--- src/design/ssfb_pkg.sv ---
// ----------------------------------------------------------------------------
// ssfb_pkg
// Shared widths, codes, control struct and helper functions for the stereo
// spaced-tap FIR boost filter.
// ----------------------------------------------------------------------------
package ssfb_pkg;

    localparam int MAX_TAPS      = 64;
    localparam int HISTORY_DEPTH = 256;
    localparam int SAMPLE_BITS   = 24;
    localparam int COEF_BITS     = 18;
    localparam int MAX_SPACING   = 4;

    localparam int TAP_AW  = $clog2(MAX_TAPS);
    localparam int TAP_CW  = $clog2(MAX_TAPS + 1);
    localparam int HIST_AW = $clog2(HISTORY_DEPTH);
    localparam int FILL_W  = $clog2(HISTORY_DEPTH + 1);
    localparam int BASE_W  = $clog2(MAX_TAPS * MAX_SPACING + 1);

    // configuration register widths
    localparam int WG_BITS       = 17;
    localparam int TAPC_BITS     = 7;
    localparam int SPC_BITS      = 3;
    localparam int CFG_IDX_BITS  = 2;
    localparam int CFG_DATA_BITS = 17;

    localparam logic [CFG_IDX_BITS-1:0] REG_WET_GAIN  = 2'd0;
    localparam logic [CFG_IDX_BITS-1:0] REG_TAP_COUNT = 2'd1;
    localparam logic [CFG_IDX_BITS-1:0] REG_SPACING   = 2'd2;

    // Q1.16 gains
    localparam logic [WG_BITS-1:0] GAIN_ONE  = 17'd65536;
    localparam logic [WG_BITS-1:0] GAIN_HALF = 17'd32768;
    localparam logic [WG_BITS-1:0] DRY_BASE  = 17'd98304;

    // accumulator holds up to MAX_TAPS*MAX_SPACING products
    localparam int ACC_W   = SAMPLE_BITS + COEF_BITS + $clog2(MAX_TAPS * MAX_SPACING) + 1;
    localparam int FILT_W  = ACC_W - 16;
    localparam int MUL_A_W = FILT_W;
    localparam int MUL_B_W = (COEF_BITS > WG_BITS + 1) ? COEF_BITS : WG_BITS + 1;
    localparam int PROD_W  = MUL_A_W + MUL_B_W;

    // multiplier operand selects
    localparam logic [1:0] SEL_TAP  = 2'd0;
    localparam logic [1:0] SEL_MEAN = 2'd1;
    localparam logic [1:0] SEL_WET  = 2'd2;
    localparam logic [1:0] SEL_DRY  = 2'd3;

    typedef logic signed [SAMPLE_BITS-1:0] sample_t;
    typedef logic signed [COEF_BITS-1:0]   coef_t;
    typedef logic [WG_BITS-1:0]            gain_t;

    typedef struct packed {
        logic       mul_en;
        logic [1:0] sel;
        logic       acc_clr;
    } ssfb_ctrl_t;

    // neighbour-mean weight, Q1.16
    function automatic gain_t mean_weight(input logic [SPC_BITS-1:0] sp);
        gain_t w;
        case (sp)
            3'd2:    w = 17'd32768;
            3'd3:    w = 17'd21823;
            3'd4:    w = 17'd16384;
            default: w = 17'd65536;
        endcase
        return w;
    endfunction

    function automatic sample_t sat_sample(input logic signed [FILT_W:0] v);
        logic signed [FILT_W:0] hi;
        logic signed [FILT_W:0] lo;
        sample_t                r;
        hi = (FILT_W + 1)'((64'sd1 <<< (SAMPLE_BITS - 1)) - 64'sd1);
        lo = -hi - (FILT_W + 1)'(1);
        if (v > hi) begin
            r = hi[SAMPLE_BITS-1:0];
        end else if (v < lo) begin
            r = lo[SAMPLE_BITS-1:0];
        end else begin
            r = v[SAMPLE_BITS-1:0];
        end
        return r;
    endfunction

endpackage

--- src/design/ssfb_chan.sv ---
// ----------------------------------------------------------------------------
// ssfb_chan
// One channel datapath: a single registered multiplier shared by the tap
// MACs and the mean, wet and dry scaling steps, plus accumulator and
// saturating output sum.
// ----------------------------------------------------------------------------
module ssfb_chan (
    input  logic                 aclk,
    input  logic                 aresetn,
    input  ssfb_pkg::ssfb_ctrl_t ctrl,
    input  ssfb_pkg::sample_t    tap_sample,
    input  ssfb_pkg::coef_t      tap_coef,
    input  ssfb_pkg::sample_t    dry_sample,
    input  ssfb_pkg::gain_t      mean_wt,
    input  ssfb_pkg::gain_t      wet_gain,
    input  ssfb_pkg::gain_t      dry_gain,
    output ssfb_pkg::sample_t    result
);
    import ssfb_pkg::*;

    logic signed [MUL_A_W-1:0] op_a;
    logic signed [MUL_B_W-1:0] op_b;
    logic signed [PROD_W-1:0]  prod_next;
    logic signed [PROD_W-1:0]  prod_reg;
    logic [1:0]                sel_reg;
    logic                      pv_reg;
    logic signed [ACC_W-1:0]   acc_reg;
    logic signed [FILT_W-1:0]  filt;
    logic signed [FILT_W-1:0]  mean_reg;
    logic signed [FILT_W-1:0]  wet_reg;
    logic signed [FILT_W-1:0]  dry_reg;
    logic signed [FILT_W:0]    sum;

    assign filt = $signed(acc_reg[ACC_W-1:16]);

    always_comb begin
        case (ctrl.sel)
            SEL_TAP: begin
                op_a = MUL_A_W'(tap_sample);
                op_b = MUL_B_W'(tap_coef);
            end
            SEL_MEAN: begin
                op_a = filt;
                op_b = $signed(MUL_B_W'(mean_wt));
            end
            SEL_WET: begin
                op_a = mean_reg;
                op_b = $signed(MUL_B_W'(wet_gain));
            end
            default: begin
                op_a = MUL_A_W'(dry_sample);
                op_b = $signed(MUL_B_W'(dry_gain));
            end
        endcase
    end

    assign prod_next = op_a * op_b;

    always_ff @(posedge aclk) begin
        if (!aresetn) begin
            pv_reg <= 1'b0;
        end else begin
            pv_reg <= ctrl.mul_en;
        end
    end

    always_ff @(posedge aclk) begin
        if (ctrl.mul_en) begin
            prod_reg <= prod_next;
            sel_reg  <= ctrl.sel;
        end
        if (ctrl.acc_clr) begin
            acc_reg <= '0;
        end else if (pv_reg && sel_reg == SEL_TAP) begin
            acc_reg <= acc_reg + ACC_W'(prod_reg);
        end
        // scaling products are Q.16: drop 16 bits (floor)
        if (pv_reg && sel_reg == SEL_MEAN) begin
            mean_reg <= prod_reg[FILT_W+15:16];
        end
        if (pv_reg && sel_reg == SEL_WET) begin
            wet_reg <= prod_reg[FILT_W+15:16];
        end
        if (pv_reg && sel_reg == SEL_DRY) begin
            dry_reg <= prod_reg[FILT_W+15:16];
        end
    end

    assign sum    = (FILT_W + 1)'(wet_reg) + (FILT_W + 1)'(dry_reg);
    assign result = sat_sample(sum);

endmodule

--- config.mk ---
export PLATFORM = sky130hd
export DESIGN_NAME = ssfb_chan
export DESIGN_NICKNAME = d
export VERILOG_FILES = /design/src/design/ssfb_pkg.sv /design/src/design/ssfb_chan.sv
export SDC_FILE = /design/constraint.sdc
export NUM_CORES = 2
export LEC_CHECK = 0
export ABC_AREA = 1
export BUFFER_PORTS_ARGS = -buffer_cell sky130_fd_sc_hd__buf_2
export CAP_MARGIN = 40
export CORE_MARGIN = 2
export CORE_UTILIZATION = 51
export DETAILED_ROUTE_END_ITERATION = 8
export HOLD_SLACK_MARGIN = 0.03
export MAX_ROUTING_LAYER = met4
export PLACE_DENSITY = 0.69
export SKIP_CTS_REPAIR_TIMING = 1
export SLEW_MARGIN = 20
export SYNTH_ARGS = -nofsm -noshare
export SYNTH_HDL_FRONTEND = slang
export SYNTH_SLANG_ARGS = --single-unit
--- constraint.sdc ---
create_clock -name aclk -period 6.4 [get_ports aclk]
set_clock_uncertainty 0.05 [all_clocks]
set_input_delay 0 -clock aclk [delete_from_list [all_inputs] [get_ports aclk]]
set_output_delay 0 -clock aclk [all_outputs]
set_load 0.02 [all_outputs]
==> reports/qor.json <==
{
  "outcome": "complete, but fails checks",
  "initial_utilization_pct": 51.8,
  "io_pins": 147,
  "crit_arrival_ns": 6.75,
  "number_of_global_route_vias_before_repair": 31300,
  "min_path_type": "input pin to flop",
  "dieHeight_um": 266,
  "final_antenna_net_count": 0,
  "remaining_drc_errors": 0,
  "dr.first_iter.drc_count": 2347,
  "num_rows": 95,
  "synth_top_cells_by_area": "fa_1 34%, edfxtp_1 14%, inv_1 10%",
  "synthesis.area_per_instance_um2": 7.93,
  "synth_flop_cell": "edfxtp_1",
  "vias": 31500,
  "yosysWarnings": 0,
  "io_buffers": 146,
  "synth_top_cell_by_area": "fa_1",
  "post_synthesis_cell_area_um2": 34900,
  "synthMostInstantiatedCell": "inv_1",
  "netlist-cell-type-count": 51,
  "synth.yosys.seq_area_share_pct": 16.6,
  "drv.max_cap_violation_count": 0,
  "timing.setup.tns_ns": -0.173,
  "cp_max_fo": 6,
  "grt_setup_unrepaired": "yes",
  "antenna_found_initial": 1,
  "clk_latency_ns": 0.53,
  "postRouteWirelength_mm": 117,
  "actual_transition_at_the_worst_max_transition_pin_ns": 0.794,
  "ys_seq_elements": 210,
  "grt.total_usage_pct": 34.1,
  "cts_buffer_depth": 3,
  "grt_remaining_overflow": 0,
  "place.gp.congestion": 1.05,
  "period_minus_ws_final_ns": 6.54,
  "critPathCaptureType": "flop",
  "design.die.area_um2": 70500,
  "startpoint_type": "flop",
  "synthCells": 4402,
  "clk_pin_slew_worst_paths_ns": 0.06,
  "slew_viol_final": 0,
  "setup-violations-final": 3,
  "slew_headroom_pct": 47.0,
  "synthArstFlopShare_pct": 0,
  "synthToLayoutAreaGrowth_pct": 22.3,
  "count_of_final_hold_check_violations": 0,
  "cts_max_level": 1,
  "syn_nets": 5323,
  "synth.cells.most_frequent": "960 x inv_1, 949 x nand2_1, 589 x fa_1",
  "detail_route.vias_per_cell": 5.36,
  "grt_pass1_wl_mm": 178,
  "place_hpwl_mm": 101,
  "setup.worst_path.class": "flop to flop",
  "clock_sinks": 210,
  "cts_tree": "built",
  "drive_above_1_share_pct": 19.7,
  "num-nets-final": 5909,
  "floorplan.core_area_um2": 67400,
  "synthDominantCellAreaShare_pct": 33.8,
  "worst-endpoint-required_ns": 6.61,
  "period_share_pct": 102,
  "max_freq_mhz": 153,
  "cts.root.buffer_cell": "clkbuf_16",
  "violated_checks": "negative setup slack",
  "setup_ws_ns": -0.138,
  "grt_start_max_net_pins": 55,
  "edff_count_synth": 158,
  "drt-wirelength-per-cell_um": 20.0,
  "drt-pass1-iter-count": 6,
  "cts_inserted_buffers": 22,
  "chipWidth_um": 266
}
==> metrics by stage <==
step / util [%] / std cells / instance area [um2] / setup slack, ns / hold slack, ns
6_report: 63.3 / 5876 / 42700 / -0.138 / 0.0277
5_1_grt: 63.3 / 5876 / 42700 / -0.274 / 0.0914
4_1_cts: 61.1 / 5841 / 41200 / -0.425 / -0.332
3_5_place_dp: 60.1 / 5803 / 40500 / -0.547 / 0.203
3_3_place_gp: 60.1 / 5802 / 40500 / -0.532 / 0.209
2_1_floorplan: - / 4402 / 34900 / 0.0465 / 0.0435
==> cell families (layout without fill, tap and decap cells) <==
family,Yosys count,after routing,synth area share [%]
buffers and inverters,1102,1702,12.0
other,0,1,0
adders and majority gates,798,798,41.3
xor gates and xnor gates,103,103,2.59
and+or+nand+nor,1672,1672,19.1
AOI/OAI and AO/OA,517,517,8.44
DFF,210,210,16.6
==> per-layer routing <==
layer,GRT usage (%),part of all wire (%),vias to the layer above
met5,-,0,-
met4,9.54,3.3,0
met3,4.51,7.8,221
met2,55.3,47,1316
met1,45.3,42,15400
li1,-,-,14600
==> critical path, cell delays in order (launching register included) <==
cell,delay (ns)
dfxtp_1,0.33
inv_1,0.08
o211ai_1,0.38
o21ai_2,0.18
inv_2,0.17
buf_4,0.16
nand2_1,0.07
fa_1,0.57
inv_1,0.07
fa_1,0.55
fa_1,0.43
fa_1,0.46
fa_1,0.49
inv_1,0.05
fa_1,0.47
inv_1,0.06
ha_4,0.29
nand2_2,0.09
nor2_4,0.12
nand4_1,0.21
nor4_4,0.36
nand2_1,0.08
o211ai_1,0.41
xor2_1,0.12
==> placed cells by master (no fill, tap or decap), types with 18 or more instances in the layout <==
cell | Yosys | routed
inv_1 | 960 | 944
nand2_1 | 949 | 912
fa_1 | 589 | 575
nor2_1 | 516 | 483
buf_4 | 2 | 462
ha_1 | 209 | 185
edfxtp_1 | 158 | 158
a21oi_1 | 175 | 151
buf_2 | 25 | 148
o21ai_0 | 182 | 144
nand3_1 | 114 | 104
xor2_1 | 71 | 69
dfxtp_1 | 52 | 48
buf_12 | 0 | 44
o21ai_1 | 22 | 42
inv_2 | 15 | 34
nor2_2 | 11 | 34
o21ai_2 | 18 | 33
nand2_2 | 6 | 32
xnor2_1 | 32 | 32
o211ai_1 | 26 | 26
clkbuf_16 | 0 | 25
ha_4 | 0 | 24
a21oi_2 | 3 | 20
a31oi_1 | 27 | 18
nand4_1 | 18 | 18
==> path summary, 6_finish.rpt <==
check,startpoint,end,slack [ns],cells past startpoint
setup reg to reg,acc_reg[31],prod_reg[47],-0.14,23
hold reg to reg,acc_reg[0],acc_reg[0],0.47,2
hold / removal,ctrl[0],acc_reg[50],0.03,3
setup / recovery,acc_reg[31],prod_reg[47],-0.14,23
==> area by class of cell <==
type | count | area, um2
well taps | 873 | 1090
multi-input cells | 3090 | 26000
clock inverters | 10 | 85.1
repair buffers | 674 | 5350
flip-flops and latches | 210 | 5790
fillers | 5912 | 24700
diodes | 1 | 2.50
inverters | 990 | 3740
clock buffers | 28 | 594
Power is left out: the tool's default activity adds up to more than one toggle a clock period on the data nets, which glitch-free logic cannot reach.
